### src/rtl/gep_pkg.sv
// Types, constants and constant functions of the grain envelope shaper.
`timescale 1ns / 1ps
package gep_pkg;

	localparam int CFG_IDX_W  = 3;
	localparam int CFG_DATA_W = 16;

	typedef enum logic [CFG_IDX_W-1:0] {
		REG_GRAIN_LENGTH  = 3'd0,
		REG_ATTACK_LENGTH = 3'd1,
		REG_DECAY_LENGTH  = 3'd2,
		REG_WARP_EXPONENT = 3'd3,
		REG_LEFT_GAIN     = 3'd4,
		REG_RIGHT_GAIN    = 3'd5,
		REG_STEREO_SOURCE = 3'd6
	} cfg_reg_t;

	localparam logic [15:0] RST_GRAIN  = 16'd1024;
	localparam logic [15:0] RST_ATTACK = 16'd64;
	localparam logic [15:0] RST_DECAY  = 16'd64;
	localparam logic [15:0] RST_WARP   = 16'd4096;
	localparam logic [15:0] RST_GAIN   = 16'd8192;

	localparam logic [16:0] ONE_Q16 = 17'h10000;

	typedef struct packed {
		logic signed [15:0] sample_left;
		logic signed [15:0] sample_right;
	} in_item_t;

	typedef struct packed {
		logic signed [15:0] out_left;
		logic signed [15:0] out_right;
		logic               grain_end;
	} out_item_t;

	typedef enum logic [3:0] {
		OP_NONE,
		OP_LOAD,
		OP_SETUP,
		OP_DIV,
		OP_XSEL,
		OP_LOGI,
		OP_LOG,
		OP_QMUL,
		OP_EXP,
		OP_YSEL,
		OP_ENV,
		OP_SHAPE,
		OP_GAINL,
		OP_GAINR,
		OP_OUT
	} dp_op_t;

	typedef struct packed {
		dp_op_t      op;
		logic        sel;   // 0: attack factor, 1: decay factor
		logic [4:0]  step;
	} dp_cmd_t;

	typedef enum logic [3:0] {
		ST_IDLE,
		ST_SETUP,
		ST_DIV,
		ST_XSEL,
		ST_LOGI,
		ST_LOG,
		ST_QMUL,
		ST_EXP,
		ST_YSEL,
		ST_ENV,
		ST_SHAPE,
		ST_GAINL,
		ST_GAINR,
		ST_DONE
	} ctrl_state_t;

	function automatic logic [63:0] isqrt64(input logic [63:0] v);
		logic [63:0] x;
		logic [63:0] r;
		logic [63:0] b;
		x = v;
		r = '0;
		b = 64'h4000_0000_0000_0000;
		for (int i = 0; i < 32; i++) begin
			if (x >= r + b) begin
				x = x - (r + b);
				r = (r >> 1) + b;
			end else begin
				r = r >> 1;
			end
			b = b >> 2;
		end
		return r;
	endfunction

	// Q0.30 constant 2^(-2^-(k+1)).
	function automatic logic [29:0] root_const(input int k);
		logic [63:0] c;
		c = isqrt64(64'd1 << 59);
		for (int i = 0; i < k; i++) begin
			c = isqrt64(c << 30);
		end
		return c[29:0];
	endfunction

endpackage

### src/rtl/gep_ctrl.sv
// Sequencer that steps the shaper datapath through one frame.
`timescale 1ns / 1ps
module gep_ctrl #(
	parameter int LOG_TABLE_BITS = 8
) (
	input  logic             clk,
	input  logic             arst_n,
	input  logic             in_valid,
	output logic             in_ready,
	output logic             out_valid,
	input  logic             out_ready,
	output gep_pkg::dp_cmd_t cmd
);
	import gep_pkg::*;

	localparam logic [4:0] DivLast = 5'd15;
	localparam logic [4:0] IterLast = 5'(LOG_TABLE_BITS - 1);

	ctrl_state_t state_q, state_d;
	logic [4:0]  cnt_q;
	logic        sel_q;
	logic        out_valid_q;
	logic        out_free;

	assign out_free  = !out_valid_q || out_ready;
	assign out_valid = out_valid_q;

	always_comb begin
		state_d = state_q;
		case (state_q)
			ST_IDLE:  if (in_valid) state_d = ST_SETUP;
			ST_SETUP: state_d = ST_DIV;
			ST_DIV:   if (cnt_q == DivLast) state_d = ST_XSEL;
			ST_XSEL:  state_d = ST_LOGI;
			ST_LOGI:  state_d = ST_LOG;
			ST_LOG:   if (cnt_q == IterLast) state_d = ST_QMUL;
			ST_QMUL:  state_d = ST_EXP;
			ST_EXP:   if (cnt_q == IterLast) state_d = ST_YSEL;
			ST_YSEL:  state_d = sel_q ? ST_ENV : ST_SETUP;
			ST_ENV:   state_d = ST_SHAPE;
			ST_SHAPE: state_d = ST_GAINL;
			ST_GAINL: state_d = ST_GAINR;
			ST_GAINR: state_d = ST_DONE;
			ST_DONE:  if (out_free) state_d = ST_IDLE;
			default:  state_d = ST_IDLE;
		endcase
	end

	always_comb begin
		in_ready = 1'b0;
		cmd.op   = OP_NONE;
		cmd.sel  = sel_q;
		cmd.step = cnt_q;
		case (state_q)
			ST_IDLE: begin
				in_ready = 1'b1;
				if (in_valid) cmd.op = OP_LOAD;
			end
			ST_SETUP: cmd.op = OP_SETUP;
			ST_DIV:   cmd.op = OP_DIV;
			ST_XSEL:  cmd.op = OP_XSEL;
			ST_LOGI:  cmd.op = OP_LOGI;
			ST_LOG:   cmd.op = OP_LOG;
			ST_QMUL:  cmd.op = OP_QMUL;
			ST_EXP:   cmd.op = OP_EXP;
			ST_YSEL:  cmd.op = OP_YSEL;
			ST_ENV:   cmd.op = OP_ENV;
			ST_SHAPE: cmd.op = OP_SHAPE;
			ST_GAINL: cmd.op = OP_GAINL;
			ST_GAINR: cmd.op = OP_GAINR;
			ST_DONE:  if (out_free) cmd.op = OP_OUT;
			default:  cmd.op = OP_NONE;
		endcase
	end

	always_ff @(posedge clk or negedge arst_n) begin
		if (!arst_n) begin
			state_q     <= ST_IDLE;
			cnt_q       <= '0;
			sel_q       <= 1'b0;
			out_valid_q <= 1'b0;
		end else begin
			state_q <= state_d;
			if ((state_q == ST_DIV || state_q == ST_LOG || state_q == ST_EXP)
			    && state_d == state_q) begin
				cnt_q <= cnt_q + 5'd1;
			end else begin
				cnt_q <= '0;
			end
			if (state_q == ST_IDLE) sel_q <= 1'b0;
			else if (state_q == ST_YSEL) sel_q <= 1'b1;
			if (state_q == ST_DONE && out_free) out_valid_q <= 1'b1;
			else if (out_ready) out_valid_q <= 1'b0;
		end
	end

endmodule

### src/rtl/gep_datapath.sv
// Shaper datapath: config registers, frame counter, divider, log/exp and shared multiplier.
`timescale 1ns / 1ps
module gep_datapath #(
	parameter int FRAME_COUNT_BITS = 16,
	parameter int LOG_TABLE_BITS   = 8
) (
	input  logic                              clk,
	input  logic                              arst_n,
	input  logic                              cfg_we,
	input  logic [gep_pkg::CFG_IDX_W-1:0]     cfg_index,
	input  logic [gep_pkg::CFG_DATA_W-1:0]    cfg_data,
	input  gep_pkg::in_item_t                 in_data,
	input  gep_pkg::dp_cmd_t                  cmd,
	output gep_pkg::out_item_t                out_data
);
	import gep_pkg::*;

	localparam int PW  = FRAME_COUNT_BITS;
	localparam int CW  = ((PW > 16) ? PW : 16) + 1;
	localparam int F   = LOG_TABLE_BITS;
	localparam int LW  = F + 5;
	localparam int RIW = $clog2(F);

	typedef enum logic [1:0] {K_QUO, K_ONE, K_ZERO} lin_kind_t;

	logic [15:0] grain_q, attack_q, decay_q, warp_q, lgain_q, rgain_q;
	logic        stereo_q;
	logic [PW-1:0] pos_q;

	logic [15:0] a_q, d_q, s0_q;
	logic [PW-1:0] p_q;
	logic        last_q;
	logic signed [15:0] src_q;
	lin_kind_t   kind_q;
	logic [15:0] rem_q, quo_q, den_q;
	logic [16:0] x_q;
	logic [3:0]  e_q;
	logic [15:0] m_q;
	logic [F-1:0] f_q;
	logic [8:0]  n_q;
	logic [F-1:0] rsh_q;
	logic [30:0] z_q;
	logic [16:0] fa_q, fd_q, env_q;
	logic signed [16:0] shaped_q;
	logic signed [15:0] left_q, right_q;
	out_item_t   out_q;

	logic [29:0] root_tab [F];
	for (genvar i = 0; i < F; i++) begin : g_root
		localparam logic [29:0] RootC = root_const(i);
		assign root_tab[i] = RootC;
	end

	// Frame setup values
	logic [15:0] g_eff, a_eff, d_one, d_eff;
	logic [PW:0] p_inc;
	logic        last_c;
	logic signed [16:0] lr_sum;
	always_comb begin
		g_eff  = (grain_q == '0) ? 16'd1 : grain_q;
		a_eff  = (attack_q == '0) ? 16'd1 : attack_q;
		d_one  = (decay_q == '0) ? 16'd1 : decay_q;
		d_eff  = (d_one > g_eff) ? g_eff : d_one;
		p_inc  = {1'b0, pos_q} + {{PW{1'b0}}, 1'b1};
		last_c = (CW'(p_inc) >= CW'(g_eff)) || (pos_q == '1);
		lr_sum = 17'(in_data.sample_left) + 17'(in_data.sample_right);
	end

	// Linear factor selection
	logic [CW-1:0] p_ext, j_c;
	always_comb begin
		p_ext = CW'(p_q);
		j_c   = p_ext - CW'(s0_q);
	end

	// Divider step
	logic [16:0] dtwo, ddiff;
	always_comb begin
		dtwo  = {rem_q, 1'b0};
		ddiff = dtwo - {1'b0, den_q};
	end

	// Leading one of the factor
	logic [3:0] e_c;
	always_comb begin
		e_c = '0;
		for (int k = 0; k < 16; k++) begin
			if (x_q[k]) e_c = 4'(k);
		end
	end

	logic [LW-1:0] lneg;
	assign lneg = {5'd16 - {1'b0, e_q}, {F{1'b0}}} - LW'(f_q);

	// Shared multiplier
	logic signed [31:0] mul_a, mul_b;
	logic signed [63:0] prod;
	always_comb begin
		mul_a = '0;
		mul_b = '0;
		case (cmd.op)
			OP_LOG: begin
				mul_a = 32'(m_q);
				mul_b = 32'(m_q);
			end
			OP_QMUL: begin
				mul_a = 32'(lneg);
				mul_b = 32'(warp_q);
			end
			OP_EXP: begin
				mul_a = 32'(z_q);
				mul_b = 32'(root_tab[cmd.step[RIW-1:0]]);
			end
			OP_ENV: begin
				mul_a = 32'(fa_q);
				mul_b = 32'(fd_q);
			end
			OP_SHAPE: begin
				mul_a = {{16{src_q[15]}}, src_q};
				mul_b = 32'(env_q);
			end
			OP_GAINL: begin
				mul_a = {{15{shaped_q[16]}}, shaped_q};
				mul_b = 32'(lgain_q);
			end
			OP_GAINR: begin
				mul_a = {{15{shaped_q[16]}}, shaped_q};
				mul_b = 32'(rgain_q);
			end
			default: begin
				mul_a = '0;
				mul_b = '0;
			end
		endcase
	end
	assign prod = mul_a * mul_b;

	logic [16:0] sq;
	assign sq = prod[31:15];

	logic signed [20:0] gain_v;
	logic signed [15:0] gain_sat;
	always_comb begin
		gain_v = prod[33:13];
		if (gain_v > 21'sd32767) gain_sat = 16'sh7FFF;
		else if (gain_v < -21'sd32768) gain_sat = -16'sh8000;
		else gain_sat = gain_v[15:0];
	end

	logic [16:0] y_c;
	logic [30:0] z_sh;
	always_comb begin
		z_sh = z_q >> (5'd14 + n_q[4:0]);
		if (warp_q == '0 || x_q[16]) y_c = ONE_Q16;
		else if (x_q == '0) y_c = '0;
		else if (n_q > 9'd16) y_c = '0;
		else y_c = z_sh[16:0];
	end

	always_ff @(posedge clk or negedge arst_n) begin
		if (!arst_n) begin
			grain_q  <= RST_GRAIN;
			attack_q <= RST_ATTACK;
			decay_q  <= RST_DECAY;
			warp_q   <= RST_WARP;
			lgain_q  <= RST_GAIN;
			rgain_q  <= RST_GAIN;
			stereo_q <= 1'b0;
			pos_q    <= '0;
		end else begin
			if (cfg_we) begin
				case (cfg_reg_t'(cfg_index))
					REG_GRAIN_LENGTH:  grain_q  <= cfg_data;
					REG_ATTACK_LENGTH: attack_q <= cfg_data;
					REG_DECAY_LENGTH:  decay_q  <= cfg_data;
					REG_WARP_EXPONENT: warp_q   <= cfg_data;
					REG_LEFT_GAIN:     lgain_q  <= cfg_data;
					REG_RIGHT_GAIN:    rgain_q  <= cfg_data;
					REG_STEREO_SOURCE: stereo_q <= cfg_data[0];
					default: ;
				endcase
			end
			if (cmd.op == OP_LOAD) pos_q <= last_c ? '0 : p_inc[PW-1:0];
		end
	end

	always_ff @(posedge clk) begin
		case (cmd.op)
			OP_LOAD: begin
				a_q    <= a_eff;
				d_q    <= d_eff;
				s0_q   <= g_eff - d_eff;
				p_q    <= pos_q;
				last_q <= last_c;
				src_q  <= stereo_q ? lr_sum[16:1] : in_data.sample_left;
			end
			OP_SETUP: begin
				quo_q <= '0;
				if (!cmd.sel) begin
					den_q  <= a_q;
					rem_q  <= 16'(p_q);
					kind_q <= (p_ext < CW'(a_q)) ? K_QUO : K_ONE;
				end else begin
					den_q <= d_q;
					rem_q <= d_q - j_c[15:0];
					if (p_ext < CW'(s0_q)) kind_q <= K_ONE;
					else if (j_c >= CW'(d_q)) kind_q <= K_ZERO;
					else if (j_c == '0) kind_q <= K_ONE;
					else kind_q <= K_QUO;
				end
			end
			OP_DIV: begin
				if (!ddiff[16]) begin
					rem_q <= ddiff[15:0];
					quo_q <= {quo_q[14:0], 1'b1};
				end else begin
					rem_q <= dtwo[15:0];
					quo_q <= {quo_q[14:0], 1'b0};
				end
			end
			OP_XSEL: begin
				case (kind_q)
					K_ONE:   x_q <= ONE_Q16;
					K_ZERO:  x_q <= '0;
					default: x_q <= {1'b0, quo_q};
				endcase
			end
			OP_LOGI: begin
				e_q <= e_c;
				m_q <= x_q[15:0] << (4'd15 - e_c);
				f_q <= '0;
			end
			OP_LOG: begin
				if (sq[16]) begin
					m_q <= sq[16:1];
					f_q <= {f_q[F-2:0], 1'b1};
				end else begin
					m_q <= sq[15:0];
					f_q <= {f_q[F-2:0], 1'b0};
				end
			end
			OP_QMUL: begin
				n_q   <= prod[F+20:F+12];
				rsh_q <= prod[F+11:12];
				z_q   <= 31'h4000_0000;
			end
			OP_EXP: begin
				if (rsh_q[F-1]) z_q <= prod[60:30];
				rsh_q <= {rsh_q[F-2:0], 1'b0};
			end
			OP_YSEL: begin
				if (cmd.sel) fd_q <= y_c;
				else fa_q <= y_c;
			end
			OP_ENV:   env_q    <= prod[32:16];
			OP_SHAPE: shaped_q <= prod[32:16];
			OP_GAINL: left_q   <= gain_sat;
			OP_GAINR: right_q  <= gain_sat;
			OP_OUT: begin
				out_q.out_left  <= left_q;
				out_q.out_right <= right_q;
				out_q.grain_end <= last_q;
			end
			default: ;
		endcase
	end

	assign out_data = out_q;

endmodule

### src/rtl/grain_envelope_pan_shaper.sv
// Top level of the grain envelope and pan shaper.
//  channel | signals                         | direction
//  in      | in_valid in_ready in_data       | frame in
//  out     | out_valid out_ready out_data    | shaped frame out
//  cfg     | cfg_valid cfg_ready cfg_index   | register write
//          | cfg_data                        |
// Each frame passes through the serial 16-step divider and the log/exp
// iterations on one multiplier, run once for the attack and once for the
// decay factor; a new frame is accepted only once the last one is done.
// A finished result waits in the output register while the next frame is
// accepted. Reset clears control and the frame counter, presets config regs.
`timescale 1ns / 1ps
module grain_envelope_pan_shaper #(
	parameter int FRAME_COUNT_BITS = 16,
	parameter int LOG_TABLE_BITS   = 8
) (
	input  logic                           clk,
	input  logic                           arst_n,
	input  logic                           in_valid,
	output logic                           in_ready,
	input  gep_pkg::in_item_t              in_data,
	output logic                           out_valid,
	input  logic                           out_ready,
	output gep_pkg::out_item_t             out_data,
	input  logic                           cfg_valid,
	output logic                           cfg_ready,
	input  logic [gep_pkg::CFG_IDX_W-1:0]  cfg_index,
	input  logic [gep_pkg::CFG_DATA_W-1:0] cfg_data
);
	import gep_pkg::*;

	dp_cmd_t cmd;

	assign cfg_ready = 1'b1;

	gep_ctrl #(
		.LOG_TABLE_BITS(LOG_TABLE_BITS)
	) u_ctrl (
		.clk      (clk),
		.arst_n   (arst_n),
		.in_valid (in_valid),
		.in_ready (in_ready),
		.out_valid(out_valid),
		.out_ready(out_ready),
		.cmd      (cmd)
	);

	gep_datapath #(
		.FRAME_COUNT_BITS(FRAME_COUNT_BITS),
		.LOG_TABLE_BITS  (LOG_TABLE_BITS)
	) u_dp (
		.clk      (clk),
		.arst_n   (arst_n),
		.cfg_we   (cfg_valid && cfg_ready),
		.cfg_index(cfg_index),
		.cfg_data (cfg_data),
		.in_data  (in_data),
		.cmd      (cmd),
		.out_data (out_data)
	);

endmodule

### config.mk
export PLATFORM = sky130hd
export DESIGN_NAME = grain_envelope_pan_shaper
export DESIGN_NICKNAME = d
export VERILOG_FILES = /design/src/rtl/gep_pkg.sv /design/src/rtl/gep_ctrl.sv /design/src/rtl/gep_datapath.sv /design/src/rtl/grain_envelope_pan_shaper.sv
export SDC_FILE = /design/constraint.sdc
export NUM_CORES = 2
export LEC_CHECK = 0
export BUFFER_PORTS_ARGS = -buffer_cell sky130_fd_sc_hd__buf_2
export CORE_UTILIZATION = 35
export DETAILED_ROUTE_END_ITERATION = 8
export PLACE_DENSITY = 0.49
export SLEW_MARGIN = 5
export SYNTH_ARGS = -nofsm -noshare
export SYNTH_HDL_FRONTEND = slang
export SYNTH_SLANG_ARGS = --single-unit
### constraint.sdc
create_clock -name clk -period 11.4 [get_ports clk]
set_clock_uncertainty 0.1 [all_clocks]
set_input_delay 0.57 -clock clk [delete_from_list [all_inputs] [get_ports clk]]
set_output_delay 0.57 -clock clk [all_outputs]
set_load 0.02 [all_outputs]
# == Word level (Yosys, flattened, before mapping) ==
# Memories as Yosys holds them, arrays and structs flattened.
# Cells that the tools add are included.
# classes
add_sub_neg,11
mul,1
magnitude_cmp,9
eq_ne,40
shifts,2
mux,64
n_bitwise,2
reduce_logical,32
# op_table
operator,n
30-bit case mux with 7 select lines,1
32-bit case mux with 6 select lines,1
16-bit two-way mux,11
4-bit case mux with 14 select lines,2
16-bit case mux with 2 select lines,3
16-bit zero test,4
31-bit case mux with 2 select lines,1
32-bit by 31-bit multiplier with 61-bit output,1
30-bit two-way mux,2
4-bit two-way mux,15
4-bit equality test (second input constant),13
17-bit two-way mux,3
17-bit by 16-bit greater-or-equal comparator with 1-bit output,2
17-bit zero test,2
17-bit case mux with 2 select lines,1
4-bit by 3-bit equality test with 1-bit output (second input constant),8
16-bit less-than comparator,2
8-bit case mux with 2 select lines,2
16-bit subtractor,2
31-bit two-way mux,1
31-bit by 5-bit >> shifter with 17-bit output,1
21-bit by 16-bit > comparator with 1-bit output (second input constant),1
21-bit by 16-bit less-than comparator with 1-bit output (second input constant),1
2-bit AND reduction,10
other kinds (38),71
# word_totals
ff_bits,481
romBits,240
word_cells,200
mem_count,1
# memory_table
memory,words,width,rd,rd_ports_with_merged_regs,wr,line_no,source
(no name shown),8,30,1,0,0,gep_datapath.sv:112,mul_b = 32'(root_tab[cmd.step[RIW-1:0]]);

# == Logic depth before layout (Yosys ltp) ==
# logic_depth
word_depth,18
ltp_mapped,42
depth_no_buf,40

# == Cells and area by module ==
# A second synthesis with hierarchy kept.
# unflattened
hier_cells,6229
area_unflattened_um2,60360.4
# modules_own_cells
module,instances,cells_per_inst,area_per_inst_um2
gep_datapath,1,6151,59610.9
gep_ctrl,1,76,738.2
grain_envelope_pan_shaper,1,2,11.3

# == Worst setup path after synthesis ==
# OpenSTA, ideal clock, no wires.
# synth_timing
kind,reg-to-reg
startpoint,register u_ctrl.state_q[1]
endpoint,register u_dp.left_q[10] (data pin)
setup_ns,0.269
arrival_time_ns,10.195
required_time_ns,11.031
setup_slack_ns,0.835
path_stages_with_launch,37
path_buffers,8
synth_period_minus_slack_ns,10.565
cell_sequence,dfrtp_1 > clkbuf_1 > buf_1 > nand2_1 > nor2_1 > clkbuf_1 > clkbuf_1 > a22oi_1 > nand4_1 > clkbuf_1 > nand2_1 > fa_1 > inv_1 > fa_1 > inv_1 > fa_1 > inv_1 > fa_1 > fa_1 > inv_1 > fa_1 > fa_1 > fa_1 > inv_1 > ha_1 > clkbuf_1 > nand3_1 > or2_2 > o21ai_0 > a21oi_4 > a21bo_2 > o211a_1 > clkbuf_1 > or4_1 > o21ai_2 > buf_4 > o21ai_1
# synth_between
elab_chain_cells,9
elab_cells_between_ends,30
cone_classes,1 x mul; 2 x order compare; 20 x eq/ne; 5 x mux; 2 x reduce/logical
# synth_lines
item,line_no,source
from (decl),gep_ctrl.sv:19,"ctrl_state_t state_q, state_d;"
from (signal assigned),gep_ctrl.sv:83,state_q <= state_d;
4-bit equality test (tied with other cells),gep_ctrl.sv:54,case (state_q)
4-bit case mux with 14 select lines (*),gep_ctrl.sv:54,
4-bit equality test,gep_datapath.sv:101,case (cmd.op)
2-bit OR reduction (no source line),--,
32-bit case mux with 6 select lines,gep_datapath.sv:101,
32-bit by 31-bit multiplier with 61-bit output (*),gep_datapath.sv:136,assign prod = mul_a * mul_b;
21-bit by 16-bit less-than comparator with 1-bit output,gep_datapath.sv:146,else if (gain_v < -21'sd32768) gain_sat = -16'sh8000;
16-bit two-way mux,gep_datapath.sv:146,
16-bit two-way mux (*),gep_datapath.sv:145,if (gain_v > 21'sd32767) gain_sat = 16'sh7FFF;
named net u_dp.gain_sat[10],gep_datapath.sv:142,logic signed [15:0] gain_sat;
to (signal assigned),gep_datapath.sv:257,OP_GAINL: left_q <= gain_sat;
to (decl),gep_datapath.sv:45,"logic signed [15:0] left_q, right_q;"
# Mark *: on every way through the listed nets, which the timed path passes. The rest lies on a longest branch.
# A chain may end at the register's enable or synchronous reset.

# == Final worst setup path ==
# layout_timing
startpoint,register u_dp.f_q[3]
endpoint,register u_dp.z_q[28] (data pin)
# layout_between
elab_chain_cells,5
# layout_lines
item,line_no,source
from (decl),gep_datapath.sv:39,logic [F-1:0] f_q;
from (signal assigned),gep_datapath.sv:236,"f_q <= {f_q[F-2:0], 1'b1};"
from (signal assigned),gep_datapath.sv:239,"f_q <= {f_q[F-2:0], 1'b0};"
13-bit by 8-bit subtractor with 13-bit output,gep_datapath.sv:93,"assign lneg = {5'd16 - {1'b0, e_q}, {F{1'b0}}} - LW'(f_q);"
32-bit case mux with 6 select lines,gep_datapath.sv:101,
32-bit by 31-bit multiplier with 61-bit output,gep_datapath.sv:136,
31-bit two-way mux,gep_datapath.sv:248,if (rsh_q[F-1]) z_q <= prod[60:30];
31-bit case mux with 2 select lines,gep_datapath.sv:188,case (cmd.op)
to (signal assigned),gep_datapath.sv:248,
to (decl),gep_datapath.sv:42,logic [30:0] z_q;
# Every way passes these cells. The select of a mux whose other input is x is not followed.

==> impl_metrics.yaml <==
status:
  status: "complete, no violations"
die:
  initial_core_util_pct: 35.2
  die_width_microns: 415
  coreArea_sq_um: 169000
  dieArea_sq_um: 172000
  chipHeight_microns: 415
  ios: 92
  rows: 151
logic_synthesis:
  async_reset_ff_share_pct: 25.8
  syn_avg_cell_area_sq_um: 9.63
  synth_area_sq_um: 59600
  synth_edf_count: 357
  ys_seq_area_share_pct: 23.2
  synth_seq_cells: 481
  ys_types: 82
  yosysWarnings: 0
  syn_inst: 6190
  ys.flop_type: "edfxtp_1"
critical_path:
  required_ps: 11680
  worstSetupEndpointType: "register"
  worst_path_most_repeated_cell: "fa_1"
  worstSetupStartpointType: "register"
  reg2reg_to: "u_dp.z_q[28]$_SDFFCE_PP0P_"
  max_stage_delay_ps: 570
  r2r_cells: 40
  crit_type: "register to register"
  reg2reg_slack_ps: 360
  cp_slowest_cell: "fa_1"
  r2r-start: "u_dp.f_q[3]$_SDFFCE_PN0P_"
  worstPathArrival_ps: 11320
  cp_max_fo: 10
drt:
  routed-via-count: 44300
  dr.pass1.iters: 9
  ant_nets: 0
  drt_wl_total_microns: 202000
  wl_per_cell_microns: 23.7
  drc: 0
  post_drt_via_cell_ratio: 5.19
  drt_iter0_drc: 3795
timing:
  layout_min_cycle_time_ps: 11040
  fin_hold_ws_ps: 176
  drv_slew: 0
  rsz0062_at_grt: "no"
  fin_tns_setup_ps: 0
  setup_slack_ps: 361
  hold_viol: 0
  tightest_slew_ps: 1200
  setup_violations: 0
  relSlewSlack_pct: 19.5
  min_period_over_period_pct: 96.8
  max_freq_ghz: 0.0906
cts:
  cts-root-buf: "clkbuf_16"
  cts_tree: "done"
  post_cts_buffers: 0
  cts.sinks: 481
  numCtsBuffers: 53
  clock_path_buffers: 3
  cts-htree-levels: 2
  clkLatencyLatePin_ps: 640
  cts.reportedPaths.clkPinSlew_ps: 60
place:
  dpl-instance-area_sq_um: 63600
  numPortBuffers: 90
  detailed_place_hpwl_microns: 167000
  dpl_worst_slack_ps: 438
  gp_congestion: 0.974
global_route:
  grt_pass1_vias: 45900
  track_usage_pct: 23.6
  grt_pass1_wl_microns: 303000
  use_met1_pct: 32.8
  grt_max_degree: 71
  antenna_found_initial: 9
  grt.overflow.total: 0
  grt_use_met2_pct: 38.1
  met3_usage_pct: 3.11
  top_usage_layer: "met2"
worst_hold_path:
  min_to: "u_dp.grain_q[3]$_DFFE_PN0P_"
  hold_depth: 3
  hold_class: "primary input to register"
  min_from: "cfg_data[3]"
layout:
  syn2layout_area_growth_pct: 9.79
  fin_area_sq_um: 65400
  num-nets-final: 7646
  layout-drive-gt1-share_pct: 9.10
job:
  cap_violations: 0
==> Yosys cell counts, drive strengths merged (33+ instances only) <==
library cell,count,area share [%]
nand4,44,0.46
nor3,52,0.44
clkbuf,284,1.8
xnor2,100,1.5
nor2b,52,0.55
edfxtp,357,18
a22oi,42,0.53
dfrtp,118,5.0
ha,329,6.9
nand3,71,0.60
a21o,69,0.87
and2,55,0.58
xor2,42,0.62
a21oi,179,1.5
and3,33,0.35
nand2,835,5.3
inv,1200,7.6
mux2i,75,1.3
fa,1000,34
nor2,526,3.3
o21ai,189,1.6
mux2,107,2.0
==> per-stage QoR <==
step           util [%]  instances
2_1_floorplan         -       6211
3_3_place_gp       37.6       8422
3_5_place_dp       37.6       8422
4_1_cts            38.6       8523
5_1_grt            38.6       8524
6_report           38.6       8527
==> cells in the final DEF, fill, tap and decap left out, types with 55 or more instances in the layout <==
| cell type | n |
|---|---|
| inv_1 | 1197 |
| fa_1 | 1000 |
| nand2_1 | 834 |
| nor2_1 | 520 |
| edfxtp_1 | 357 |
| ha_1 | 329 |
| buf_4 | 205 |
| a21oi_1 | 176 |
| o21ai_0 | 171 |
| dfrtp_1 | 116 |
| mux2_2 | 107 |
| xnor2_1 | 97 |
| buf_2 | 89 |
| mux2i_1 | 75 |
| nand3_1 | 71 |
| a21o_1 | 69 |
| and2_1 | 55 |
| clkbuf_16 | 55 |
==> routing by layer <==
layer | wire (microns) | part of all wire [%]
met1 | 89100 | 44
met2 | 93000 | 46
met3 | 12100 | 6.0
met4 | 7760 | 3.8
met5 | 32 | 0.016
==> critical path: cells and delay by family, from the launching register on <==
kind	cells	cell delay (ps)
adders and majority gates	9	4210
AOI/OAI and AO/OA	13	3180
and+or+nand+nor	10	1840
buffers and inverters	7	750
DFF	1	450
xor gates and xnor gates	1	220
==> area by class of cell <==
| class | count | area (sq um) |
|---|---|---|
| sequential | 481 | 13800 |
| inverter | 1203 | 4520 |
| fill | 17200 | 104000 |
| clock buffer | 69 | 1470 |
| timing repair buffer | 301 | 2110 |
| clock inverter | 31 | 315 |
| tap | 2218 | 2780 |
| antenna | 3 | 7.51 |
| multi-input combinational | 4221 | 40400 |
==> worst max-delay path by stage <==
stage                                      from                          to  slack, ps  depth (start not counted)
floorplan           u_ctrl.state_q[1]$_DFF_PN0_   u_dp.left_q[10]$_DFFE_PN_        840                         36
global placement      u_dp.f_q[4]$_SDFFCE_PN0P_  u_dp.z_q[28]$_SDFFCE_PP0P_        560                         40
detailed placement  u_ctrl.state_q[1]$_DFF_PN0_  u_dp.z_q[28]$_SDFFCE_PP0P_        440                         32
CTS                 u_ctrl.state_q[1]$_DFF_PN0_  u_dp.z_q[28]$_SDFFCE_PP0P_        420                         32
global route          u_dp.f_q[3]$_SDFFCE_PN0P_  u_dp.z_q[28]$_SDFFCE_PP0P_         30                         39
finish                u_dp.f_q[3]$_SDFFCE_PN0P_  u_dp.z_q[28]$_SDFFCE_PP0P_        360                         40
==> cells by family after synthesis <==
logic type | share of synthesized area (%)
adder cells (fa/ha/maj) | 40.5
multiplexers | 3.47
buffers and inverters | 9.53
AO/OA/AOI/OAI | 8.20
XOR/XNOR | 2.09
flip-flops | 23.2
other | 0.0126
AND/OR/NAND/NOR | 13.0
==> state kept, by name, indices dropped and copies added, names as in the netlist, 17 cells and up <==
register and count:
u_dp.x_q 17, u_dp.z_q 31, u_dp.shaped_q 17, u_dp.env_q 17
u_dp.fa_q 17, u_dp.fd_q 17, u_dp.out_data 33
==> repair_timing <==
action                                  in CTS  in global routing
hold buffers                                 1                  0
endpoints found under the setup margin       0                  4
hold endpoints to repair                    56                  0
gates resized for setup                      0                  3
Power is left out: the tool's default activity adds up to more than one toggle a clock period on the data nets, which glitch-free logic cannot reach.
